`src/hw/rtl/plist_pkg.sv`:
```
// ----------------------------------------------------------------------------
// plist_pkg
// Shared types and constants of the positional list engine.
// ----------------------------------------------------------------------------
package plist_pkg;

  localparam int CAPACITY   = 16;
  localparam int DATA_W     = 32;
  localparam int OP_W       = 3;
  localparam int POS_W      = 5;
  localparam int STATUS_W   = 3;
  localparam int COUNT_W    = 5;
  localparam int IN_TDATA_W  = 40;
  localparam int OUT_TDATA_W = 16;

  typedef enum logic [OP_W-1:0] {
    OP_INS_HEAD = 3'd0,
    OP_INS_TAIL = 3'd1,
    OP_INS_AT   = 3'd2,
    OP_RM_HEAD  = 3'd3,
    OP_RM_TAIL  = 3'd4,
    OP_RM_AT    = 3'd5,
    OP_RM_VAL   = 3'd6,
    OP_SEARCH   = 3'd7
  } op_e;

  typedef enum logic [STATUS_W-1:0] {
    STS_OK       = 3'd0,
    STS_BADPOS   = 3'd1,
    STS_EMPTY    = 3'd2,
    STS_NOTFOUND = 3'd3,
    STS_FULL     = 3'd4
  } status_e;

  typedef enum logic [4:0] {
    S_IDLE   = 5'b00001,
    S_SCAN   = 5'b00010,
    S_MOVE   = 5'b00100,
    S_PUT    = 5'b01000,
    S_FINISH = 5'b10000
  } state_e;

endpackage

```
`src/hw/rtl/positional_list_engine.sv`:
```
// ----------------------------------------------------------------------------
// positional_list_engine
// Bounded ordered list of signed 32-bit values held in one RAM, with insert,
// remove and search requests and one status word returned per request.
// ----------------------------------------------------------------------------
//  channel  direction  tdata fields (lowest bit up)
//  s_axis   in         op[2:0], position[7:3], value[39:8]
//  m_axis   out        status[2:0], found[3], count[8:4], zero pad[15:9]
//
// A request is accepted in the idle state; the RAM then moves or compares
// one entry per cycle through its single read port.
// Error cases and tail removal skip the move and scan states.
// Reset clears entry count and control state; RAM contents are not cleared.
// A new word is accepted while the previous result still waits in the output
// register; the engine stalls in its final state if that register is full.
// ----------------------------------------------------------------------------
module positional_list_engine #(
  parameter int Capacity = plist_pkg::CAPACITY
) (
  input  logic                                clk_i,
  input  logic                                rst_ni,
  input  logic                                s_axis_tvalid_i,
  output logic                                s_axis_tready_o,
  // op[2:0], position[7:3], value[39:8]
  input  logic [plist_pkg::IN_TDATA_W-1:0]    s_axis_tdata_i,
  output logic                                m_axis_tvalid_o,
  input  logic                                m_axis_tready_i,
  // status[2:0], found[3], count[8:4], zero pad[15:9]
  output logic [plist_pkg::OUT_TDATA_W-1:0]   m_axis_tdata_o
);

  localparam int AW = $clog2(Capacity);
  localparam int CW = $clog2(Capacity + 1);
  localparam int XW = ((CW > plist_pkg::POS_W) ? CW : plist_pkg::POS_W) + 1;
  localparam int DW = plist_pkg::DATA_W;

  plist_pkg::state_e  state_q, state_d;
  plist_pkg::op_e     op_q, op_d;
  plist_pkg::status_e status_q, status_d;
  logic [DW-1:0]      val_q, val_d;
  logic [CW-1:0]      len_q, len_d;
  logic               found_q, found_d;
  logic [AW-1:0]      put_idx_q, put_idx_d;
  logic [AW-1:0]      mv_src_q, mv_src_d;
  logic [CW-1:0]      mv_left_q, mv_left_d;
  logic               mv_up_q, mv_up_d;
  logic               wb_valid_q, wb_valid_d;
  logic [AW-1:0]      wb_addr_q, wb_addr_d;
  logic [CW-1:0]      sc_rd_q, sc_rd_d;
  logic               sc_chk_q, sc_chk_d;
  logic [CW-1:0]      sc_idx_q, sc_idx_d;

  logic                                  m_valid_q, m_valid_d;
  logic [plist_pkg::STATUS_W-1:0]        m_status_q, m_status_d;
  logic                                  m_found_q, m_found_d;
  logic [plist_pkg::COUNT_W-1:0]         m_count_q, m_count_d;

  logic          ram_we;
  logic [AW-1:0] ram_waddr;
  logic [DW-1:0] ram_wdata;
  logic [AW-1:0] ram_raddr;
  logic [DW-1:0] ram_rdata;

  plist_pkg::op_e               in_op;
  logic [plist_pkg::POS_W-1:0]  in_pos;
  logic [DW-1:0]                in_val;
  logic                         in_fire;
  logic [XW-1:0]                len_x;
  logic [XW-1:0]                pos_x;
  logic [CW-1:0]                pos_m1;
  logic [CW-1:0]                ins_k;
  logic [CW-1:0]                rm_idx;
  logic [CW-1:0]                sc_moves;
  logic [XW-1:0]                len_ext;
  logic                         is_insert;

  plist_ram #(
    .Width (DW),
    .Depth (Capacity)
  ) u_ram (
    .clk_i   (clk_i),
    .we_i    (ram_we),
    .waddr_i (ram_waddr),
    .wdata_i (ram_wdata),
    .raddr_i (ram_raddr),
    .rdata_o (ram_rdata)
  );

  assign in_op   = plist_pkg::op_e'(s_axis_tdata_i[2:0]);
  assign in_pos  = s_axis_tdata_i[7:3];
  assign in_val  = s_axis_tdata_i[39:8];
  assign s_axis_tready_o = (state_q == plist_pkg::S_IDLE);
  assign in_fire = s_axis_tvalid_i && s_axis_tready_o;

  assign len_x    = XW'(len_q);
  assign pos_x    = XW'(in_pos);
  assign pos_m1   = CW'(pos_x - XW'(1));
  assign ins_k    = (in_op == plist_pkg::OP_INS_HEAD) ? '0 :
                    (in_op == plist_pkg::OP_INS_TAIL) ? len_q : pos_m1;
  assign rm_idx   = (in_op == plist_pkg::OP_RM_HEAD) ? '0 : pos_m1;
  assign sc_moves = len_q - CW'(1) - sc_idx_q;
  assign len_ext  = XW'(len_q);
  assign is_insert = (op_q == plist_pkg::OP_INS_HEAD) || (op_q == plist_pkg::OP_INS_TAIL) ||
                     (op_q == plist_pkg::OP_INS_AT);

  always_comb begin
    state_d    = state_q;
    op_d       = op_q;
    status_d   = status_q;
    val_d      = val_q;
    len_d      = len_q;
    found_d    = found_q;
    put_idx_d  = put_idx_q;
    mv_src_d   = mv_src_q;
    mv_left_d  = mv_left_q;
    mv_up_d    = mv_up_q;
    wb_valid_d = 1'b0;
    wb_addr_d  = wb_addr_q;
    sc_rd_d    = sc_rd_q;
    sc_chk_d   = 1'b0;
    sc_idx_d   = sc_idx_q;
    m_valid_d  = m_valid_q;
    m_status_d = m_status_q;
    m_found_d  = m_found_q;
    m_count_d  = m_count_q;
    ram_we     = 1'b0;
    ram_waddr  = wb_addr_q;
    ram_wdata  = ram_rdata;
    ram_raddr  = mv_src_q;

    if (m_valid_q && m_axis_tready_i) begin
      m_valid_d = 1'b0;
    end

    case (state_q)
      plist_pkg::S_IDLE: begin
        if (in_fire) begin
          op_d     = in_op;
          val_d    = in_val;
          status_d = plist_pkg::STS_OK;
          found_d  = 1'b0;
          state_d  = plist_pkg::S_FINISH;
          case (in_op)
            plist_pkg::OP_INS_HEAD, plist_pkg::OP_INS_TAIL, plist_pkg::OP_INS_AT: begin
              if ((in_op == plist_pkg::OP_INS_AT) &&
                  ((pos_x == '0) || (pos_x > len_x + XW'(1)))) begin
                status_d = plist_pkg::STS_BADPOS;
              end else if (len_x >= XW'(Capacity)) begin
                status_d = plist_pkg::STS_FULL;
              end else begin
                put_idx_d = AW'(ins_k);
                mv_left_d = len_q - ins_k;
                mv_src_d  = AW'(len_q - CW'(1));
                mv_up_d   = 1'b0;
                state_d   = (len_q == ins_k) ? plist_pkg::S_PUT : plist_pkg::S_MOVE;
              end
            end
            plist_pkg::OP_RM_HEAD, plist_pkg::OP_RM_TAIL, plist_pkg::OP_RM_AT: begin
              if (len_q == '0) begin
                status_d = plist_pkg::STS_EMPTY;
              end else if ((in_op == plist_pkg::OP_RM_AT) &&
                           ((pos_x == '0) || (pos_x > len_x))) begin
                status_d = plist_pkg::STS_BADPOS;
              end else begin
                len_d = len_q - CW'(1);
                if (in_op != plist_pkg::OP_RM_TAIL) begin
                  mv_left_d = len_q - CW'(1) - rm_idx;
                  mv_src_d  = AW'(rm_idx + CW'(1));
                  mv_up_d   = 1'b1;
                  if (len_q - CW'(1) != rm_idx) begin
                    state_d = plist_pkg::S_MOVE;
                  end
                end
              end
            end
            default: begin
              if (len_q == '0) begin
                status_d = plist_pkg::STS_NOTFOUND;
              end else begin
                sc_rd_d = '0;
                state_d = plist_pkg::S_SCAN;
              end
            end
          endcase
        end
      end

      plist_pkg::S_SCAN: begin
        ram_raddr = AW'(sc_rd_q);
        if (sc_rd_q < len_q) begin
          sc_chk_d = 1'b1;
          sc_idx_d = sc_rd_q;
          sc_rd_d  = sc_rd_q + CW'(1);
        end
        if (sc_chk_q && (ram_rdata == val_q)) begin
          found_d  = 1'b1;
          sc_chk_d = 1'b0;
          state_d  = plist_pkg::S_FINISH;
          if (op_q == plist_pkg::OP_RM_VAL) begin
            len_d     = len_q - CW'(1);
            mv_left_d = sc_moves;
            mv_src_d  = AW'(sc_idx_q + CW'(1));
            mv_up_d   = 1'b1;
            if (sc_moves != '0) begin
              state_d = plist_pkg::S_MOVE;
            end
          end
        end else if (sc_chk_q && (sc_idx_q == len_q - CW'(1))) begin
          sc_chk_d = 1'b0;
          status_d = plist_pkg::STS_NOTFOUND;
          state_d  = plist_pkg::S_FINISH;
        end
      end

      plist_pkg::S_MOVE: begin
        ram_raddr = mv_src_q;
        if (wb_valid_q) begin
          ram_we    = 1'b1;
          ram_waddr = wb_addr_q;
          ram_wdata = ram_rdata;
        end
        if (mv_left_q != '0) begin
          wb_valid_d = 1'b1;
          wb_addr_d  = mv_up_q ? (mv_src_q - AW'(1)) : (mv_src_q + AW'(1));
          mv_src_d   = mv_up_q ? (mv_src_q + AW'(1)) : (mv_src_q - AW'(1));
          mv_left_d  = mv_left_q - CW'(1);
        end else if (!wb_valid_q) begin
          state_d = is_insert ? plist_pkg::S_PUT : plist_pkg::S_FINISH;
        end
      end

      plist_pkg::S_PUT: begin
        ram_we    = 1'b1;
        ram_waddr = put_idx_q;
        ram_wdata = val_q;
        len_d     = len_q + CW'(1);
        state_d   = plist_pkg::S_FINISH;
      end

      plist_pkg::S_FINISH: begin
        if (!m_valid_q || m_axis_tready_i) begin
          m_valid_d  = 1'b1;
          m_status_d = status_q;
          m_found_d  = found_q;
          m_count_d  = len_ext[plist_pkg::COUNT_W-1:0];
          state_d    = plist_pkg::S_IDLE;
        end
      end

      default: begin
        state_d = plist_pkg::S_IDLE;
      end
    endcase
  end

  always_ff @(posedge clk_i or negedge rst_ni) begin
    if (!rst_ni) begin
      state_q    <= plist_pkg::S_IDLE;
      len_q      <= '0;
      wb_valid_q <= 1'b0;
      sc_chk_q   <= 1'b0;
      m_valid_q  <= 1'b0;
    end else begin
      state_q    <= state_d;
      len_q      <= len_d;
      wb_valid_q <= wb_valid_d;
      sc_chk_q   <= sc_chk_d;
      m_valid_q  <= m_valid_d;
    end
  end

  always_ff @(posedge clk_i) begin
    op_q       <= op_d;
    status_q   <= status_d;
    val_q      <= val_d;
    found_q    <= found_d;
    put_idx_q  <= put_idx_d;
    mv_src_q   <= mv_src_d;
    mv_left_q  <= mv_left_d;
    mv_up_q    <= mv_up_d;
    wb_addr_q  <= wb_addr_d;
    sc_rd_q    <= sc_rd_d;
    sc_idx_q   <= sc_idx_d;
    m_status_q <= m_status_d;
    m_found_q  <= m_found_d;
    m_count_q  <= m_count_d;
  end

  assign m_axis_tvalid_o = m_valid_q;
  assign m_axis_tdata_o  = {7'd0, m_count_q, m_found_q, m_status_q};

endmodule

```
`src/hw/rtl/plist_ram.sv`:
```
// ----------------------------------------------------------------------------
// plist_ram
// Generic simple dual-port RAM with one write port and a registered read.
// ----------------------------------------------------------------------------
module plist_ram #(
  parameter int Width = 32,
  parameter int Depth = 16
) (
  input  logic                     clk_i,
  input  logic                     we_i,
  input  logic [$clog2(Depth)-1:0] waddr_i,
  input  logic [Width-1:0]         wdata_i,
  input  logic [$clog2(Depth)-1:0] raddr_i,
  output logic [Width-1:0]         rdata_o
);

  logic [Width-1:0] mem [Depth];

  always_ff @(posedge clk_i) begin
    if (we_i) begin
      mem[waddr_i] <= wdata_i;
    end
    rdata_o <= mem[raddr_i];
  end

endmodule

```
`config.mk`:
```
export PLATFORM = sky130hd
export DESIGN_NAME = positional_list_engine
export DESIGN_NICKNAME = d
export VERILOG_FILES = /design/src/hw/rtl/plist_pkg.sv /design/src/hw/rtl/positional_list_engine.sv /design/src/hw/rtl/plist_ram.sv
export SDC_FILE = /design/constraint.sdc
export NUM_CORES = 1
export LEC_CHECK = 0
export BUFFER_PORTS_ARGS = -buffer_cell sky130_fd_sc_hd__buf_2
export CORE_AREA = 2 2 244 246
export CTS_BUF_LIST = sky130_fd_sc_hd__clkbuf_16
export DETAILED_ROUTE_END_ITERATION = 8
export DIE_AREA = 0 0 246 248
export GPL_ROUTABILITY_DRIVEN = 1
export PLACE_DENSITY = 0.71
export SETUP_SLACK_MARGIN = 0.4
export SLEW_MARGIN = 20
export SYNTH_ARGS = -nofsm -noshare
export SYNTH_HDL_FRONTEND = slang
export SYNTH_SLANG_ARGS = --single-unit
```
`constraint.sdc`:
```
create_clock -name clk_i -period 4.86 [get_ports clk_i]
set_input_delay 0.243 -clock clk_i [delete_from_list [all_inputs] [get_ports clk_i]]
set_output_delay 0.243 -clock clk_i [all_outputs]
set_load 0.03 [all_outputs]
```
==> results of run 1 <==
-- per-stage QoR --
stage,util (%),total power [mW]
4_1_cts,50.9,17.8
3_5_place_dp,47.1,13.3
3_3_place_gp,47.1,13.1
5_1_grt,51.0,18.7
6_report,51.0,17.9
2_1_floorplan,-,11.5
-- power breakdown --
group | internal [mW] | switching (mW) | leakage [nW] | total (mW)
combinational | 2.17 | 3.71 | 3.57 | 5.88
sequential | 7.11 | 0.372 | 5.75 | 7.48
clock | 2.52 | 1.98 | 0.976 | 4.50
total | 11.8 | 6.06 | 10.3 | 17.9
-- registers in the layout (all words and copies together) (netlist names), 4 cells and up --
| signal | flops |
|---|---|
| u_ram.mem | 512 |
| u_ram.rdata_o | 32 |
| val_q | 32 |
| len_q | 5 |
| m_count_q | 5 |
| mv_left_q | 5 |
| sc_idx_q | 5 |
| sc_rd_q | 5 |
| state_q | 5 |
| mv_src_q | 4 |
| put_idx_q | 4 |
| wb_addr_q | 4 |
-- layout make-up --
| class | count | area, sq um |
|---|---|---|
| Fill cell | 4650 | 28600 |
| Sequential cell | 633 | 18600 |
| Multi-Input combinational cell | 1001 | 7040 |
| Clock buffer | 59 | 1480 |
| Timing Repair Buffer | 149 | 1160 |
| Tap cell | 773 | 967 |
| Clock inverter | 50 | 409 |
| Inverter | 38 | 144 |
-- path summary, 6_finish.rpt --
kind,startpoint,endpoint,slack [ns],cells past startpoint
worst max-delay path,state_q[1]$_DFFE_PN0P_,u_ram.mem[0][15]$_DFFE_PP_,1.26,6
worst min-delay path,s_axis_tdata_i[1],op_q[1]$_DFFE_PP_,0.04,1
worst max register to register,state_q[1]$_DFFE_PN0P_,u_ram.mem[0][15]$_DFFE_PP_,1.26,6
worst min register to register,found_q$_DFFE_PP_,m_found_q$_DFFE_PP_,0.42,0
max in group asynchronous,rst_ni,state_q[0]$_DFFE_PN1P_,4.48,2
min in group asynchronous,rst_ni,m_axis_tvalid_o$_DFF_PN0_,0.08,2
-- logic make-up after synthesis --
| family | Yosys count |
|---|---|
| flip-flops | 633 |
| AND/OR/NAND/NOR | 614 |
| buffers and inverters | 131 |
| AO/OA/AOI/OAI | 197 |
| XOR/XNOR | 67 |
| other | 1 |
| multiplexers | 77 |
| adder cells (fa/ha/maj) | 39 |
-- Yosys cell counts (all sizes together) (9+ instances only) --
cell	instances	area [sq um]
a31oi	9	56.3
and2	37	231
buf	40	240
nor3	16	85.1
clkbuf	53	199
nand2	319	1200
edfxtp	588	17700
ha	36	450
nor2	54	203
a21o	9	67.6
a211oi	34	255
mux2i	11	110
nand4	10	62.6
o31ai	33	248
dfrtp	12	300
nand3	135	676
mux4	64	1440
a22oi	33	248
xnor2	52	455
inv	34	128
o21ai	21	105
a21oi	23	115
xor2	14	123
dfxtp	32	641
-- critical path, stage by stage, from the launching register on --
cell and delay (ns):
dfrtp_1 0.41, nor3_1 0.36, nand3b_1 0.59, buf_4 0.53
a31oi_1 0.82, nor2_4 0.35, buf_4 0.30
-- what timing repair did --
action	4_1_cts	5_1_grt
hold buffers	34	0
endpoints found under the setup margin	0	0
hold endpoints to repair	46	0
-- per-layer routing --
metal / vias up / GRT usage [%]
li1: 6877 / -
met1: 7838 / 28.6
met2: 808 / 33.5
met3: 118 / 3.40
met4: 0 / 7.59
met5: - / 0
==> flow_metrics.py, run 1 <==
metrics = {
    "synthesis": {
        "synth_adder_area_share_pct": 1.96,
        "synthSimpleGateAreaFrac_pct": 10.6,
        "synth_ff_type": "edfxtp_1",
        "ys_warn_count": 0,
        "syn_avg_cell_area_sq_um": 14.8,
        "synth_top_family_by_area": "simple AND/OR/NAND/NOR gates",
        "synth-compound-area-share_pct": 5.33,
        "ys_seq_elements": 633,
        "netlist_area_sq_mm": 0.0261,
        "synth_cell_type_count": 68,
        "async_flop_share_pct": 2.05,
        "synthXorXnorAreaFrac_pct": 2.31,
        "ys_seq_area_share_pct": 71.5,
        "synth-edff-count": 588,
        "synth_cells": 1759,
        "synth.mux.area_fraction_pct": 6.04,
    },
    "setup_path": {
        "cp-end-kind": "flip-flop",
        "cp.required_ns": 5.24,
        "start_kind": "flip-flop",
        "path_class": "reg -> reg",
        "critical_path_arrival_ns": 3.98,
        "path_max_fanout": 33,
    },
    "grt": {
        "grt_remaining_overflow": 0,
        "grt_pass1_vias": 15711,
        "grt_pass1_wl_um": 94800,
        "antenna_found_initial": 0,
        "track_usage_pct": 20.8,
        "grt_start_max_net_pins": 74,
    },
    "route": {
        "first_iter_violations": 1660,
        "met1_length_um": 25200,
        "drc_errors": 0,
        "wl_per_cell_um": 23.1,
        "top_layer": "met4",
        "dr.pass1.iters": 5,
        "routed-wl-met2_um": 29800,
        "drtAntennaViolNets": 0,
        "routed_wl_um": 62500,
        "viasPerCell": 5.79,
        "vias": 15641,
        "wl_met3_um": 5620,
    },
    "die": {
        "die_w_um": 246,
        "io_pins": 62,
        "die_area_sq_mm": 0.0610,
        "core_area_sq_mm": 0.0585,
        "initial_core_util_pct": 44.6,
        "die_h_um": 248,
        "fp-row-count": 89,
    },
    "placed_design": {
        "placed_area_sq_mm": 0.0275,
        "place_ws_ns": 1.23,
        "dp.cells": 2558,
        "portBuffers": 54,
        "gp_routability_congestion": 0.886,
        "dp_hpwl_um": 36800,
    },
    "finish": {
        "final_cell_mix": "edfxtp_1 (588), nand2_1 (318), nand3_1 (135), mux4_2 (64), clkbuf_16 (59)",
        "drive_gt1_share_pct": 15.4,
        "fin_nets": 1965,
        "fin_area_sq_mm": 0.0298,
        "layout_commonest_cell": "edfxtp_1",
        "area_growth_pct": 14.5,
        "final_cells": 2703,
        "diodes": 0,
    },
    "sta": {
        "maxSlewHeadroom_pct": 33.2,
        "period_share_pct": 74.0,
        "worst_clock_skew_ns": 0.0408,
        "rsz0062_at_grt": "no",
        "hold_viol_final": 0,
        "max_freq_ghz": 0.278,
        "fin_crit_ns": 3.60,
        "tightest_slew_ns": 0.998,
        "finalSetupTns_ns": 0,
        "layout_setup_ws_ns": 1.26,
        "final-setup-viol-count": 0,
        "hold_slack_ns": 0.0404,
        "slew_violations": 0,
    },
    "clock_network": {
        "cts_buffers": 59,
        "cts_sinks": 633,
        "clock_latency_ns": 0.63,
        "cts-root-buf": "clkbuf_16",
        "cts_max_level": 2,
        "ctsResizeCount": 0,
        "clkTransAtPathRegs_ns": 0.06,
        "clk_path_buf_depth": 3,
        "post-cts-setup-buffers": 0,
        "cts_tree": "yes",
    },
    "status": {
        "status": "finished clean",
    },
    "power_and_ir_drop": {
        "vdd_drop_max_mv": 0.406,
        "power_density_mw_per_mm2": 599,
        "p_leak_nw": 10.3,
    },
    "job": {
        "cap_violations": 0,
    },
    "worst_hold_path": {
        "min_path_type": "in -> reg",
    },
}
No activity file was read; power rests on OpenSTA's default activity.
==> run 2: changes to the inputs <==
- ABC_AREA: default -> 1
- CORE_AREA: 2 2 244 246 -> 2 2 252 254
- DIE_AREA: 0 0 246 248 -> 0 0 254 256
- clock period: 4.86 -> 3.4 ns (I/O delays scaled with it)
==> run 2 against run 1 <==
Against the previous run:
- synthesized cell count rose by 37%
- critical path depth rose by 6
- cell count rose by 27%
- maximum frequency rose by 29%
- critical path type unchanged
- largest power group is now combinational logic
- highest routed layer unchanged
- register-to-register slack got worse by 0.66 ns
==> flow_metrics.py, run 2 <==
metrics = {
    "finish": {
        "largest_register_ffs": 512,
        "final_util_pct": 51.2,
        "layout_commonest_cell": "edfxtp_1",
        "final_cell_mix": "edfxtp_1 (588), a21oi_1 (273), inv_1 (272), nand2_1 (265), o21ai_1 (201)",
        "largest_register": "u_ram.mem",
        "biggestRegsByFlops": "u_ram.mem (512), u_ram.rdata_o (32), val_q (32)",
        "area_growth_pct": 15.0,
        "fin_nets": 2611,
        "drive_gt1_share_pct": 11.3,
        "diodes": 0,
        "final_cells": 3427,
    },
    "synthesis": {
        "yosysTopAreaCellShare_pct": 63.5,
        "synth_cells": 2414,
        "ys_seq_area_share_pct": 67.0,
        "synthTopCellsByArea": "edfxtp_1 (64%), a21oi_1 (4.9%), o211ai_1 (3.7%)",
        "synth_cell_type_count": 47,
        "ys_seq_elements": 633,
        "synth_most_common_cell": "edfxtp_1",
        "syn_avg_cell_area_sq_um": 11.5,
        "async_flop_share_pct": 2.05,
        "synth_top_area_cell": "edfxtp_1",
        "synth-edff-count": 588,
        "synth_ff_type": "edfxtp_1",
        "netlist_area_sq_mm": 0.0278,
        "ys_warn_count": 0,
        "synth_common_cells": "edfxtp_1 (588), a21oi_1 (273), nand2_1 (266), inv_1 (258), o21ai_1 (201)",
    },
    "clock_network": {
        "cts_buffers": 67,
        "clock_latency_ns": 0.61,
        "cts_tree": "yes",
        "cts_max_level": 3,
        "post-cts-setup-buffers": 0,
        "cts_sinks": 633,
        "clk_path_buf_depth": 3,
        "clkTransAtPathRegs_ns": 0.06,
        "cts-root-buf": "clkbuf_16",
    },
    "setup_path": {
        "r2r_slack_ns": 0.60,
        "cp_cell_sequence": "inv_1 -> ha_1 -> nand2_1 -> inv_1 -> nand2_1 -> nand2_1 -> o21ai_0 -> nand2_1 -> nand3_1 -> o2111ai_1 -> nor3b_2 -> buf_4",
        "crit_slowest_cell": "dfrtp_1",
        "rr_startpoint": "len_q[3]$_DFFE_PN0P_",
        "cp-end-kind": "flip-flop",
        "path_max_fanout": 9,
        "path_class": "reg -> reg",
        "critPathTopFamily": "simple AND/OR/NAND/NOR gates",
        "cp_common_cell": "nand2_1",
        "rr_worst_depth": 12,
        "critical_path_arrival_ns": 3.09,
        "start_kind": "flip-flop",
        "worst-path-buf-inv": 3,
        "slowest_delay_ns": 0.51,
        "cp.required_ns": 3.70,
        "reg2reg_to": "mv_left_q[0]$_DFFE_PP_",
    },
    "sta": {
        "period_share_pct": 82.3,
        "hold_viol_final": 0,
        "hold_slack_ns": 0.235,
        "slew_violations": 0,
        "max_freq_ghz": 0.357,
        "rsz0062_at_grt": "no",
        "fin_crit_ns": 2.80,
        "worst_clock_skew_ns": 0.0291,
        "tightest_slew_ns": 0.843,
        "finalSetupTns_ns": 0,
        "maxSlewHeadroom_pct": 43.7,
        "final-setup-viol-count": 0,
    },
    "grt": {
        "track_usage_pct": 22.0,
        "grt_start_max_net_pins": 137,
        "grt_pass1_wl_um": 109000,
        "grt_remaining_overflow": 0,
        "grt_pass1_vias": 18827,
        "antenna_found_initial": 0,
    },
    "placed_design": {
        "gp_routability_congestion": 0.912,
        "dp_hpwl_um": 42500,
        "dp.cells": 3264,
        "portBuffers": 54,
    },
    "die": {
        "io_pins": 62,
        "die_w_um": 254,
        "core_area_sq_mm": 0.0624,
        "fp-row-count": 92,
        "initial_core_util_pct": 44.5,
        "die_h_um": 256,
        "die_area_sq_mm": 0.0650,
    },
    "worst_hold_path": {
        "min_to": "put_idx_q[2]$_DFFE_PP_",
        "holdCritStartpoint": "s_axis_tdata_i[5]",
        "min_path_type": "in -> reg",
        "min_path_cells": 3,
    },
    "power_and_ir_drop": {
        "p_leak_nw": 11.7,
        "power_density_mw_per_mm2": 947,
        "power_mw": 30.3,
        "vdd_drop_max_mv": 0.741,
    },
    "route": {
        "first_iter_violations": 2345,
        "viasPerCell": 5.65,
        "dr.pass1.iters": 5,
        "drc_errors": 0,
        "drtAntennaViolNets": 0,
        "vias": 19377,
        "routed_wl_um": 72000,
        "wl_per_cell_um": 21.0,
    },
    "status": {
        "status": "finished clean",
    },
    "job": {
        "cap_violations": 0,
    },
}
[run 2: cell types whose count changed in the layout (fill, tap and decap cells not counted), moves of 33 or more]
cell      before  now
o31ai_1       33    0
o21ai_0       20  112
nand2_1      318  265
inv_1         44  272
nor2_1        36   76
o21ai_1        1  201
o211ai_1       6  137
mux4_2        64    0
a21oi_1       22  273
[run 2: final cells by class]
type                       instances  area, sq um
sequential                       633        18600
timing repair buffer             180         1520
tap                              846         1060
inverter                         266         1000
fill                            5290        30400
clock inverter                    52          395
clock buffer                      70         1750
multi-input combinational       1380         7600
[run 2: power by group]
| part | switching [mW] | internal (mW) |
|---|---|---|
| sequential | 0.554 | 10.3 |
| clock | 3.05 | 4.07 |
| combinational | 8.41 | 3.86 |
[run 2: worst max path at each step]
| stage | from | end | cells past startpoint |
|---|---|---|---|
| 4_1_cts | len_q[1]$_DFFE_PN0P_ | mv_left_q[3]$_DFFE_PP_ | 17 |
| 3_5_place_dp | len_q[1]$_DFFE_PN0P_ | mv_left_q[4]$_DFFE_PP_ | 11 |
| 3_3_place_gp | len_q[1]$_DFFE_PN0P_ | mv_src_q[3]$_DFFE_PP_ | 17 |
| 5_1_grt | len_q[3]$_DFFE_PN0P_ | mv_src_q[2]$_DFFE_PP_ | 12 |
| 2_1_floorplan | state_q[0]$_DFFE_PN1P_ | u_ram.mem[0][0]$_DFFE_PP_ | 7 |
| 6_report | len_q[3]$_DFFE_PN0P_ | mv_left_q[0]$_DFFE_PP_ | 12 |
[run 2: timing repair]
action                     in CTS  in global routing
cloned                          0                  0
resized for setup               1                  8
pin swaps                       0                  0
hold buffers                   41                  0
hold endpoints to repair       52                  0
setup endpoints to repair       1                 16
[run 2: routing by layer]
metal  wire, um  part of all wire (%)  global-route usage, %
met1      29400                    41                   29.5
met3       5570                   7.7                   3.71
met4       2230                   3.1                   7.99
met2      34800                    48                   36.1
met5          0                     0                      0
[run 2: cells by family after synthesis]
group / after synthesis / synth area share, %
AO/OA/AOI/OAI: 742 / 14.8
flip-flops: 633 / 67.0
adder cells (fa/ha/maj): 39 / 1.84
XOR/XNOR: 37 / 1.17
AND/OR/NAND/NOR: 555 / 8.80
buffers and inverters: 407 / 6.39
other: 1 / 0.0135
[run 2: tightest hold or removal path, cell delays in order]
cell     delay [ns]
buf_2          0.16
xnor2_1        0.18
o22ai_1        0.14
[run 2: metrics by stage]
step                      worst slack (ns)  cell area (sq um)
after global placement               0.420              29400
final                                0.602              32000
after floorplan                      0.216              27800
after detailed placement             0.348              29400
after global routing                 0.408              32000
after CTS                            0.415              31900
